File: src/assert_macros.svh
// Assertion macros shared by the filter RTL.
`ifndef ASSERT_MACROS_SVH
`define ASSERT_MACROS_SVH

// Check a property on every clock edge, suspended while reset is high.
`define M3E_ASSERT(label, clk, rst, prop) \
  label: assert property (@(posedge clk) disable iff (rst) (prop)) \
    else $error("m3e assertion failed");

// Check a property on every clock edge, reset included.
`define M3E_ASSERT_ALWAYS(label, clk, prop) \
  label: assert property (@(posedge clk) (prop)) \
    else $error("m3e assertion failed");

`endif

File: src/m3e_pkg.sv
// Shared constants and types of the median/EMA ADC filter.
`timescale 1ns / 1ps
`default_nettype none
package m3e_pkg;

  localparam int SAMPLE_BITS   = 12;
  localparam int FRACTION_BITS = 8;
  localparam int AVG_BITS      = SAMPLE_BITS + FRACTION_BITS;

  // Alpha is Q0.8, one more bit to hold 1.0
  localparam int ALPHA_FRAC = 8;
  localparam int ALPHA_BITS = ALPHA_FRAC + 1;
  localparam logic [ALPHA_BITS-1:0] ALPHA_ONE = ALPHA_BITS'(1 << ALPHA_FRAC);

  // Signed product of alpha and the sample/average difference, plus headroom
  localparam int PROD_BITS = AVG_BITS + ALPHA_BITS + 2;

  localparam logic [ALPHA_BITS-1:0] THROTTLE_ALPHA_RESET = ALPHA_BITS'(154);
  localparam logic [ALPHA_BITS-1:0] BRAKE_ALPHA_RESET    = ALPHA_BITS'(77);

  localparam int RING_DEPTH = 3;
  localparam int RING_BITS  = $clog2(RING_DEPTH);
  localparam logic [RING_BITS-1:0] RING_LAST = RING_BITS'(RING_DEPTH - 1);

  localparam int CFG_INDEX_BITS = 4;
  localparam int CFG_DATA_BITS  = ALPHA_BITS;

  typedef enum logic [CFG_INDEX_BITS-1:0] {
    REG_THROTTLE_ALPHA = 4'd0,
    REG_BRAKE_ALPHA    = 4'd1
  } cfg_reg_t;

  typedef struct packed {
    logic [AVG_BITS-1:0] throttle_filtered;
    logic [AVG_BITS-1:0] brake_filtered;
  } lane_result_t;

endpackage
`default_nettype wire

File: src/m3e_sample_if.sv
// Input channel: one throttle and one brake sample per item.
`timescale 1ns / 1ps
`default_nettype none
interface m3e_sample_if import m3e_pkg::*; ();
  logic                   valid;
  logic                   ready;
  logic [SAMPLE_BITS-1:0] throttle_sample;
  logic [SAMPLE_BITS-1:0] brake_sample;

  modport source (output valid, output throttle_sample, output brake_sample, input ready);
  modport sink   (input valid, input throttle_sample, input brake_sample, output ready);
endinterface
`default_nettype wire

File: src/m3e_result_if.sv
// Output channel: filtered throttle and brake values in 12.8 fixed point.
`timescale 1ns / 1ps
`default_nettype none
interface m3e_result_if import m3e_pkg::*; ();
  logic                valid;
  logic                ready;
  logic [AVG_BITS-1:0] throttle_filtered;
  logic [AVG_BITS-1:0] brake_filtered;

  modport source (output valid, output throttle_filtered, output brake_filtered, input ready);
  modport sink   (input valid, input throttle_filtered, input brake_filtered, output ready);
endinterface
`default_nettype wire

File: src/m3e_cfg_if.sv
// Configuration write channel: register index and write data.
`timescale 1ns / 1ps
`default_nettype none
interface m3e_cfg_if import m3e_pkg::*; ();
  logic                      valid;
  logic                      ready;
  logic [CFG_INDEX_BITS-1:0] index;
  logic [CFG_DATA_BITS-1:0]  data;

  modport source (output valid, output index, output data, input ready);
  modport sink   (input valid, input index, input data, output ready);
endinterface
`default_nettype wire

File: src/median3_ema_dual_adc_filter_top.sv
// Dual ADC filter: median-of-three plus EMA on throttle, EMA on brake.
//
// Channels: samples carries one throttle and one brake ADC reading per item;
// results carries both smoothed values as unsigned 12.8 fixed point; cfg
// writes throttle_alpha (index 0) or brake_alpha (index 1), Q0.8 where 256
// passes the sample through and larger values act as 256. Other indexes are
// ignored. cfg.ready is always high; write only while the block is idle.
// Each taken item is registered into the output buffer. Throughput: one
// item per cycle unless results.ready stalls. Each lane updates its average
// with one multiply, and the throttle median feeds it combinationally.
// Reset (rst, synchronous) empties the ring and the output buffer, unseeds
// both averages and loads alpha 154 and 77.
// Stall: when results.ready is low, one more item is parked in a skid
// entry; after that samples.ready drops until the receiver takes an item.
`timescale 1ns / 1ps
`default_nettype none
`include "assert_macros.svh"
module median3_ema_dual_adc_filter_top import m3e_pkg::*; (
  input  wire logic    clk,
  input  wire logic    rst,
  m3e_sample_if.sink   samples,
  m3e_result_if.source results,
  m3e_cfg_if.sink      cfg
);

  logic [ALPHA_BITS-1:0]  throttle_alpha;
  logic [ALPHA_BITS-1:0]  brake_alpha;
  logic                   in_fire;
  logic                   in_ready;
  logic [SAMPLE_BITS-1:0] throttle_clean;
  logic [AVG_BITS-1:0]    throttle_next;
  logic [AVG_BITS-1:0]    brake_next;
  lane_result_t           lanes;

  assign cfg.ready     = 1'b1;
  assign samples.ready = in_ready;
  assign in_fire       = samples.valid && in_ready;
  assign lanes         = '{throttle_filtered: throttle_next, brake_filtered: brake_next};

  always_ff @(posedge clk) begin
    if (rst) begin
      throttle_alpha <= THROTTLE_ALPHA_RESET;
      brake_alpha    <= BRAKE_ALPHA_RESET;
    end else if (cfg.valid) begin
      case (cfg.index)
        REG_THROTTLE_ALPHA: throttle_alpha <= cfg.data;
        REG_BRAKE_ALPHA:    brake_alpha    <= cfg.data;
        default: ;
      endcase
    end
  end

  m3e_median3 u_median3 (
    .clk    (clk),
    .rst    (rst),
    .fire   (in_fire),
    .sample (samples.throttle_sample),
    .clean  (throttle_clean)
  );

  m3e_ema_lane u_throttle_lane (
    .clk      (clk),
    .rst      (rst),
    .fire     (in_fire),
    .alpha    (throttle_alpha),
    .x        (throttle_clean),
    .avg_next (throttle_next)
  );

  m3e_ema_lane u_brake_lane (
    .clk      (clk),
    .rst      (rst),
    .fire     (in_fire),
    .alpha    (brake_alpha),
    .x        (samples.brake_sample),
    .avg_next (brake_next)
  );

  m3e_merge u_merge (
    .clk      (clk),
    .rst      (rst),
    .in_fire  (in_fire),
    .lanes    (lanes),
    .in_ready (in_ready),
    .results  (results)
  );

  // input backpressure only while a result waits at the output
  `M3E_ASSERT(a_stall_has_result, clk, rst, !samples.ready |-> results.valid)
  // an item taken into an empty output shows up on the next cycle
  `M3E_ASSERT(a_item_reaches_output, clk, rst, (in_fire && !results.valid) |=> results.valid)
  // reset leaves the output empty and the input open
  `M3E_ASSERT_ALWAYS(a_reset_empties, clk, rst |=> (!results.valid && samples.ready))

endmodule
`default_nettype wire

File: src/m3e_median3.sv
// Three-entry throttle sample ring and median selection.
`timescale 1ns / 1ps
`default_nettype none
module m3e_median3 import m3e_pkg::*; (
  input  wire logic                   clk,
  input  wire logic                   rst,
  input  wire logic                   fire,
  input  wire logic [SAMPLE_BITS-1:0] sample,
  output logic      [SAMPLE_BITS-1:0] clean
);

  logic [SAMPLE_BITS-1:0] ring      [RING_DEPTH];
  logic [SAMPLE_BITS-1:0] ring_next [RING_DEPTH];
  logic [RING_BITS-1:0]   ring_position;
  logic [RING_BITS-1:0]   ring_position_next;
  logic                   ring_filled;
  logic                   ring_filled_next;
  logic [SAMPLE_BITS-1:0] lo_ab;
  logic [SAMPLE_BITS-1:0] hi_ab;
  logic [SAMPLE_BITS-1:0] hi_min_c;
  logic [SAMPLE_BITS-1:0] median;

  always_comb begin
    for (int i = 0; i < RING_DEPTH; i++) begin
      ring_next[i] = (ring_position == RING_BITS'(i)) ? sample : ring[i];
    end
    ring_position_next = (ring_position == RING_LAST) ? '0 : ring_position + 1'b1;
    ring_filled_next   = ring_filled | (ring_position == RING_LAST);
  end

  // median = max(min(a, b), min(max(a, b), c))
  always_comb begin
    lo_ab    = (ring_next[0] < ring_next[1]) ? ring_next[0] : ring_next[1];
    hi_ab    = (ring_next[0] < ring_next[1]) ? ring_next[1] : ring_next[0];
    hi_min_c = (hi_ab < ring_next[2]) ? hi_ab : ring_next[2];
    median   = (lo_ab > hi_min_c) ? lo_ab : hi_min_c;
    clean    = ring_filled_next ? median : sample;
  end

  always_ff @(posedge clk) begin
    if (rst) begin
      for (int i = 0; i < RING_DEPTH; i++) begin
        ring[i] <= '0;
      end
      ring_position <= '0;
      ring_filled   <= 1'b0;
    end else if (fire) begin
      for (int i = 0; i < RING_DEPTH; i++) begin
        ring[i] <= ring_next[i];
      end
      ring_position <= ring_position_next;
      ring_filled   <= ring_filled_next;
    end
  end

endmodule
`default_nettype wire

File: src/m3e_ema_lane.sv
// One EMA lane: seed on the first sample, then blend with a single multiply.
`timescale 1ns / 1ps
`default_nettype none
module m3e_ema_lane import m3e_pkg::*; (
  input  wire logic                   clk,
  input  wire logic                   rst,
  input  wire logic                   fire,
  input  wire logic [ALPHA_BITS-1:0]  alpha,
  input  wire logic [SAMPLE_BITS-1:0] x,
  output logic      [AVG_BITS-1:0]    avg_next
);

  logic                        seeded;
  logic [AVG_BITS-1:0]         avg;
  logic [ALPHA_BITS-1:0]       alpha_sat;
  logic [AVG_BITS-1:0]         scaled;
  logic signed [AVG_BITS:0]    diff;
  logic signed [ALPHA_BITS:0]  alpha_s;
  logic signed [PROD_BITS-1:0] prod;
  logic signed [PROD_BITS-1:0] base;
  logic signed [PROD_BITS-1:0] total;

  // a*x + (1-a)*s  ==  s + a*(x - s), kept exact before the truncating shift
  always_comb begin
    alpha_sat = (alpha > ALPHA_ONE) ? ALPHA_ONE : alpha;
    scaled    = {x, {FRACTION_BITS{1'b0}}};
    diff      = $signed({1'b0, scaled}) - $signed({1'b0, avg});
    alpha_s   = $signed({1'b0, alpha_sat});
    prod      = alpha_s * diff;
    base      = $signed({{(PROD_BITS - AVG_BITS - ALPHA_FRAC){1'b0}}, avg,
                         {ALPHA_FRAC{1'b0}}});
    total     = base + prod;
    avg_next  = seeded ? total[ALPHA_FRAC +: AVG_BITS] : scaled;
  end

  always_ff @(posedge clk) begin
    if (rst) begin
      seeded <= 1'b0;
      avg    <= '0;
    end else if (fire) begin
      seeded <= 1'b1;
      avg    <= avg_next;
    end
  end

endmodule
`default_nettype wire

File: src/m3e_merge.sv
// Merge the lane results into one item behind a two-entry skid buffer.
`timescale 1ns / 1ps
`default_nettype none
module m3e_merge import m3e_pkg::*; (
  input  wire logic         clk,
  input  wire logic         rst,
  input  wire logic         in_fire,
  input  wire lane_result_t lanes,
  output logic              in_ready,
  m3e_result_if.source      results
);

  lane_result_t main;
  lane_result_t skid;
  logic         main_valid;
  logic         skid_valid;
  logic         out_fire;

  assign out_fire                  = main_valid && results.ready;
  assign in_ready                  = !skid_valid;
  assign results.valid             = main_valid;
  assign results.throttle_filtered = main.throttle_filtered;
  assign results.brake_filtered    = main.brake_filtered;

  always_ff @(posedge clk) begin
    if (rst) begin
      main_valid <= 1'b0;
      skid_valid <= 1'b0;
    end else if (skid_valid) begin
      // advance the parked item once the head is taken
      if (out_fire) begin
        main       <= skid;
        skid_valid <= 1'b0;
      end
    end else if (in_fire) begin
      if (!main_valid || out_fire) begin
        main       <= lanes;
        main_valid <= 1'b1;
      end else begin
        skid       <= lanes;
        skid_valid <= 1'b1;
      end
    end else if (out_fire) begin
      main_valid <= 1'b0;
    end
  end

endmodule
`default_nettype wire
File: src/flat_wrapper.sv
// flat-port wrapper written by rule: the top's interface ports become plain ports
module median3_ema_dual_adc_filter_top_flat import m3e_pkg::*;
  (clk, rst, samples_valid, samples_throttle_sample, samples_brake_sample, samples_ready, results_valid, results_throttle_filtered, results_brake_filtered, results_ready, cfg_valid, cfg_index, cfg_data, cfg_ready);
  m3e_sample_if samples_i ();
  m3e_result_if results_i ();
  m3e_cfg_if cfg_i ();
  input  wire logic clk;
  input  wire logic rst;
  input wire logic [$bits(samples_i.valid)-1:0] samples_valid;
  input wire logic [$bits(samples_i.throttle_sample)-1:0] samples_throttle_sample;
  input wire logic [$bits(samples_i.brake_sample)-1:0] samples_brake_sample;
  output wire logic [$bits(samples_i.ready)-1:0] samples_ready;
  output wire logic [$bits(results_i.valid)-1:0] results_valid;
  output wire logic [$bits(results_i.throttle_filtered)-1:0] results_throttle_filtered;
  output wire logic [$bits(results_i.brake_filtered)-1:0] results_brake_filtered;
  input wire logic [$bits(results_i.ready)-1:0] results_ready;
  input wire logic [$bits(cfg_i.valid)-1:0] cfg_valid;
  input wire logic [$bits(cfg_i.index)-1:0] cfg_index;
  input wire logic [$bits(cfg_i.data)-1:0] cfg_data;
  output wire logic [$bits(cfg_i.ready)-1:0] cfg_ready;
  assign samples_i.valid = samples_valid;
  assign samples_i.throttle_sample = samples_throttle_sample;
  assign samples_i.brake_sample = samples_brake_sample;
  assign samples_ready = samples_i.ready;
  assign results_valid = results_i.valid;
  assign results_throttle_filtered = results_i.throttle_filtered;
  assign results_brake_filtered = results_i.brake_filtered;
  assign results_i.ready = results_ready;
  assign cfg_i.valid = cfg_valid;
  assign cfg_i.index = cfg_index;
  assign cfg_i.data = cfg_data;
  assign cfg_ready = cfg_i.ready;
  median3_ema_dual_adc_filter_top u_core (.clk(clk), .rst(rst), .samples(samples_i), .results(results_i), .cfg(cfg_i));
endmodule
File: config.mk
export PLATFORM = sky130hd
export DESIGN_NAME = median3_ema_dual_adc_filter_top_flat
export DESIGN_NICKNAME = d
export VERILOG_FILES = /design/src/m3e_pkg.sv /design/src/m3e_sample_if.sv /design/src/m3e_result_if.sv /design/src/m3e_cfg_if.sv /design/src/median3_ema_dual_adc_filter_top.sv /design/src/m3e_median3.sv /design/src/m3e_ema_lane.sv /design/src/m3e_merge.sv /design/src/flat_wrapper.sv
export VERILOG_INCLUDE_DIRS = /design/src /design/src/src
export SDC_FILE = /design/constraint.sdc
export NUM_CORES = 1
export LEC_CHECK = 0
export ABC_AREA = 1
export BUFFER_PORTS_ARGS = -buffer_cell sky130_fd_sc_hd__buf_2
export CAP_MARGIN = 15
export CORE_AREA = 2 2 211 213
export CTS_CLUSTER_SIZE = 40
export DETAILED_ROUTE_END_ITERATION = 8
export DIE_AREA = 0 0 213 215
export GPL_ROUTABILITY_DRIVEN = 0
export HOLD_SLACK_MARGIN = 0.06
export MAX_ROUTING_LAYER = met4
export PLACE_DENSITY = 0.72
export SYNTH_ARGS = -nofsm -noshare
export SYNTH_HDL_FRONTEND = slang
export SYNTH_SLANG_ARGS = --single-unit
File: constraint.sdc
create_clock -name clk -period 16.3 [get_ports clk]
set_input_delay 0.815 -clock clk [delete_from_list [all_inputs] [get_ports clk]]
set_output_delay 0.815 -clock clk [all_outputs]
set_load 0.05 [all_outputs]
Word level (Yosys, flattened, before mapping)
Memory sizes are Yosys's and may differ from the RTL's.
Cells that the tools add are included.
Storage, ports and cells
  bits in registers: 144
  bits in latches: 0
  RAM bits: 36
  word-level logic and storage cells: 85
  memories: 1
  ROM bits: 0
  bits of input ports: 42
  output and inout port bits: 43
Cells by class
  reductions and logical operators: 15
  $lt $le $gt $ge: 5
  multiplexer cells: 32
  $add $sub $neg: 5
  div/mod/pow operators: 0
  shifts and indexed selects: 0
  $mul: 2
  bitwise logic cells: 7
  eq/ne operators: 5
Memories
  u_core.u_median3.ring: depth 3, bits a word 12, rd ports 3, clocked after memory_dff 0, write ports 3, line m3e_median3.sv:12  | logic [SAMPLE_BITS-1:0] ring [RING_DEPTH];
Operators by type and width (number)
  $mux 40: 4
  $mux 12: 11
  $add 28x28->28: 2
  $mul 10x21->28: 2
  $sub 20x20->21: 2
  $mux 20: 2
  $lt 12x12->1: 2
  $gt 9x9->1 const B: 2
  $mux 9: 2
  $gt 12x12->1: 1
  $mux 1: 12
  $reduce_and 4->1: 2
  $reduce_bool 2->1: 3
  $eq 4x1->1 const B: 1
  $logic_not 4->1: 1
  $or 1x1->1: 4
  $reduce_and 2->1: 2
  $not 1->1: 3
  $reduce_and 3->1: 1
  $add 2x1->2 const B: 1
  $eq 2x1->1 const B: 1
  $eq 2x2->1 const B: 1
  $logic_and 1x1->1: 2
  $logic_not 1->1: 2
  other kinds (5): 5

Logic depth before layout (Yosys ltp)
  depth after elaboration: 16
  depth in mapped cells: 76

Cells and area by module
From an unflattened synthesis, not the netlist that was laid out.
Unflattened totals
  cell total of the unflattened synthesis: 3383
  area total of the unflattened synthesis: 25331.8 um^2
By module, submodules not included
  m3e_ema_lane at u_core.u_brake_lane: sequential area each 420.4 um^2, instances 1, cells each 1263, area each 8937.3 um^2
  m3e_ema_lane at u_core.u_throttle_lane: sequential area each 420.4 um^2, instances 1, cells each 1269, area each 8932.3 um^2
  m3e_median3: sequential area each 1141.1 um^2, instances 1, cells each 499, area each 3532.1 um^2
  m3e_merge: sequential area each 2442.3 um^2, instances 1, cells each 231, area each 3075.4 um^2
  median3_ema_dual_adc_filter_top: sequential area each 360.3 um^2, instances 1, cells each 121, area each 854.6 um^2

Worst setup path before layout
No wires, ideal clock.
  kind: register to register
  from: register u_core.u_median3.ring_position[1]
  to: register u_core.u_merge.main, in the netlist u_core.u_merge.results.throttle_filtered[19] (data pin)
  slack: 4420 ps
  library setup time: 252 ps
  stages on the path, launching flop included: 71
  arrival time: 11627 ps
  clock period less this slack: 11880 ps
  cells stage by stage: dfxtp_1 inv_1 nand2_1 clkbuf_1 clkbuf_1 nor2_1 a21oi_1 ha_1 nand2_1 nor2_1 a211oi_1 nand3_2 inv_1 buf_2 nand2_1 o21ai_0 inv_1 ha_1 [35 not listed] fa_1 fa_1 inv_1 fa_1 inv_1 ha_1 a21oi_1 inv_1 a31oi_1 nor4_1 a2111oi_0 o21ai_0 a21oi_1 nand3_1 nand3_1 nand2_2 nand2_1 nand2_1
Between the ends
  cells in the longest elaborated chain, start to end: 16
  elaborated cells between the ends (all ways): 22
  classes of those cells: 2 x add/sub; 1 x mul; 3 x order compare; 2 x eq/ne; 12 x mux; 1 x bitwise; 1 x reduce/logical
RTL lines
  start, declared: line m3e_median3.sv:14  | logic [RING_BITS-1:0] ring_position;
  start signal, assigned: line m3e_median3.sv:51  | ring_position <= ring_position_next;
  $eq 2x1->1 / $logic_not 2->1 (equally long branches): line m3e_median3.sv:25  | ring_next[i] = (ring_position == RING_BITS'(i)) ? sample : ring[i];
  $mux 12: line m3e_median3.sv:25
  $lt 12x12->1: line m3e_median3.sv:33, m3e_median3.sv:34
  $mux 12: line m3e_median3.sv:34  | hi_ab = (ring_next[0] < ring_next[1]) ? ring_next[1] : ring_next[0];
  $lt 12x12->1: line m3e_median3.sv:35  | hi_min_c = (hi_ab < ring_next[2]) ? hi_ab : ring_next[2];
  $mux 12: line m3e_median3.sv:35
  $gt 12x12->1: line m3e_median3.sv:36  | median = (lo_ab > hi_min_c) ? lo_ab : hi_min_c;
  $mux 12: line m3e_median3.sv:36
  $mux 12 *: line m3e_median3.sv:37  | clean = ring_filled_next ? median : sample;
  $sub 20x20->21: line m3e_ema_lane.sv:27  | diff = $signed({1'b0, scaled}) - $signed({1'b0, avg});
  $mul 10x21->28: line m3e_ema_lane.sv:29  | prod = alpha_s * diff;
  $add 28x28->28: line m3e_ema_lane.sv:32  | total = base + prod;
  $mux 20 *: line m3e_ema_lane.sv:33  | avg_next = seeded ? total[ALPHA_FRAC +: AVG_BITS] : scaled;
  named net u_core.throttle_next[19]: line median3_ema_dual_adc_filter_top.sv:31  | logic [AVG_BITS-1:0] throttle_next;
  $mux 40 *: line m3e_merge.sv:36  | if (!main_valid || out_fire) begin
  $mux 40 *: line m3e_merge.sv:35  | end else if (in_fire) begin
  $mux 40 *: line m3e_merge.sv:29  | end else if (skid_valid) begin
  end signal, assigned: line m3e_merge.sv:32  | main <= skid;
  end signal, assigned: line m3e_merge.sv:37  | main <= lanes;
  end, declared: line m3e_merge.sv:13  | lane_result_t main;
The timed path passes the listed nets; every way through them passes the cells marked *. The select of a mux whose other input is x is not followed.
A chain may end at the register's enable or synchronous reset.

==> impl_metrics.ini <==
[finish]
fillers = 3902
multi_input_area_mm2 = 0.0164
syn_to_final_growth_pct = 6.82
layout.nets = 3636
layout.area.seq_mm2 = 0.00477
layout-drive-gt1-share = 0.0671
stdcell_count = 3692

[critical_path]
crit_buf_inv = 9
crit_arrival_ns = 14.81
cp_common_cell = nand2_1
critical_path_class = reg2reg
endpoint_kind = flip-flop
reg2reg_from = u_core.u_median3.ring_position[0]
r2r_cells = 62
cp_slowest_cell = nor2_2
cp_top_family = simple AND/OR/NAND/NOR gates
startpoint = u_core.u_median3.ring_position[0]
crit_end = u_core.u_merge.results.throttle_filtered[16]
r2r-end = u_core.u_merge.results.throttle_filtered[16]
cp_num_cells = 62
cp_slowest_stage_delay_ns = 0.66
r2r_slack_ns = 1.82
critPathMaxFanout = 24
cp-start-kind = flip-flop
worstPathRequired_ns = 16.63

[cts]
clk_latency_ns = 0.45
cts_hold_buf = 0
numCtsBuffers = 17
path_clk_slew_ns = 0.08
cts_resized = 0
h-tree-depth = 4
post-cts-setup-buffers = 0
clockBufferDepth = 2
root_buffer = clkbuf_16
cts.sinks = 180
cts_tree = done

[sta]
hold_viol = 0
slew_headroom = 0.254
fin_crit_sh = 0.889
rsz0062_at_grt = false
skew_ns = 0.0138
finalSetupViolations = 0
slew_violations = 0
worstMarginPinSlew_ns = 1.11
setup_tns_ns = 0
fmax_mhz = 69.0
period_needed_ns = 14.48

[route]
first_pass_iters = 7
drc_errors = 0
num_vias = 20300
viasPerCell = 5.50
drtIter0Drc = 1581
antenna_left = 0
wire_per_inst_um = 17.1
wirelength_um = 63100

[logic_synthesis]
synth.top_cell.area_share = 0.274
yosysMostFrequentCell = nand2_1
ys.flop_type = edfxtp_1
async_reset_ff_frac = 0
synth-edff-count = 116
avgSynthCellArea_um2 = 7.82
syn-cell-area_mm2 = 0.0238
ys_seq_area_frac = 0.200
ys.warnings.count = 0
yosysTopAreaCell = fa_1
yosysUniqueCellTypes = 49
synthTopCellsByCount = 681 x nand2_1, 620 x inv_1, 350 x nor2_1
synth.net_count = 3594
ys_seq_elements = 180
synthTopCellsByArea = fa_1 27%, edfxtp_1 15%, nand2_1 11%, inv_1 9.8%, ha_1 9.6%
syn_inst = 3044

[global_routing]
grt_max_degree = 55
grt_pass1_vias = 20500
grt_first_pass_wirelength_um = 104000
grt.total_usage = 0.297
grt_overflow_total = 0
antenna_found_initial = 1

[floorplan]
core_mm2 = 0.0436
fp.dieArea_mm2 = 0.0458
die_h_um = 215
pin_count = 85
rows = 77
fp.dieW_um = 213
initial_core_util = 0.545

[placement]
dp_cells = 3658
io_buffers = 83
hpwl_um = 52700

[flow_run]
max_cap_viol_count = 0

[run_status]
status = finished clean

[hold_path]
whs_path_depth = 2
min_path_type = reg2reg
## metal layers
metal,share of wire,track usage
met2,0.48,0.474
met5,0,-
met4,0.028,0.0897
met1,0.42,0.394
met3,0.073,0.0402
## tightest hold or removal path: stages, from the launching register on
cell     delay (ns)
dfxtp_1        0.32
nand2_1        0.06
nand2_1        0.04
## cell families after synthesis
| group | after synthesis | synth area share |
|---|---|---|
| simple gates | 1267 | 0.220 |
| buf+inv | 708 | 0.113 |
| fa+ha+maj | 508 | 0.370 |
| compound gates | 326 | 0.0764 |
| flops | 180 | 0.200 |
| xor+xnor | 54 | 0.0205 |
| other cells | 1 | 0.000158 |
## worst min-delay path by stage
stage / start / end / slack (ns)
floorplan: u_core.u_throttle_lane.avg[10] / u_core.u_throttle_lane.avg[10] / 0.43
global placement: u_core.u_throttle_lane.avg[18] / u_core.u_throttle_lane.avg[18] / 0.44
detailed placement: u_core.u_throttle_lane.avg[16] / u_core.u_throttle_lane.avg[16] / 0.45
CTS: u_core.u_throttle_lane.avg[16] / u_core.u_throttle_lane.avg[16] / 0.46
global route: u_core.u_brake_lane.avg[12] / u_core.u_brake_lane.avg[12] / 0.48
finish: u_core.u_throttle_lane.avg[18] / u_core.u_throttle_lane.avg[18] / 0.46
## registers in the layout (all words and copies together), names as in the netlist
register and cells:
u_core.u_merge.results.throttle_filtered 20, u_core.u_merge.skid 40, u_core.u_merge.skid_valid 1, u_core.brake_alpha 9, u_core.u_median3.ring_position 2, u_core.throttle_alpha 9
u_core.u_median3.ring 36, u_core.u_merge.results.brake_filtered 20, u_core.u_throttle_lane.avg 20, u_core.u_merge.results.valid 1, u_core.u_throttle_lane.seeded 1, u_core.u_median3.ring_filled 1
u_core.u_brake_lane.avg 20
## cell type report
type | count | share of cell area
Timing Repair Buffer | 100 | 0.0215
Multi-Input combinational cell | 2156 | 0.644
Tap cell | 592 | 0.0291
Sequential cell | 180 | 0.188
Clock inverter | 15 | 0.00807
Antenna cell | 1 | 0.0000985
Inverter | 631 | 0.0932
Clock buffer | 17 | 0.0167
## per-stage QoR
step | hold WS (ns) | cell area (um^2) | util | setup WS (ns)
after detailed placement | 0.445 | 24800 | 0.568 | 2.12
after floorplan | 0.426 | 23800 | - | 4.42
final | 0.457 | 25400 | 0.582 | 1.82
after global placement | 0.436 | 24800 | 0.568 | 2.62
after CTS | 0.458 | 25400 | 0.582 | 2.08
after global routing | 0.482 | 25400 | 0.582 | 0.548
## layout by cell type, fill, tap and decap left out, drive strengths merged, types with 4 or more instances in the layout
master  count
nor2      351
nand3     127
a221oi      4
nand4      12
nor4       10
xor2       25
buf       100
or2        21
o21ai     133
nand3b      5
ha        182
inv       630
o22ai      14
a21oi     115
edfxtp    116
a31oi      13
o21a        7
nor3       24
dfxtp      64
clkbuf     17
a21o        5
o211ai      5
fa        326
a21boi     13
nand2     707
and2        7
xnor2      28
clkinv     13
Power is not shown: default switching activity piles up to over one toggle a cycle in this logic, so the estimate is an artifact.
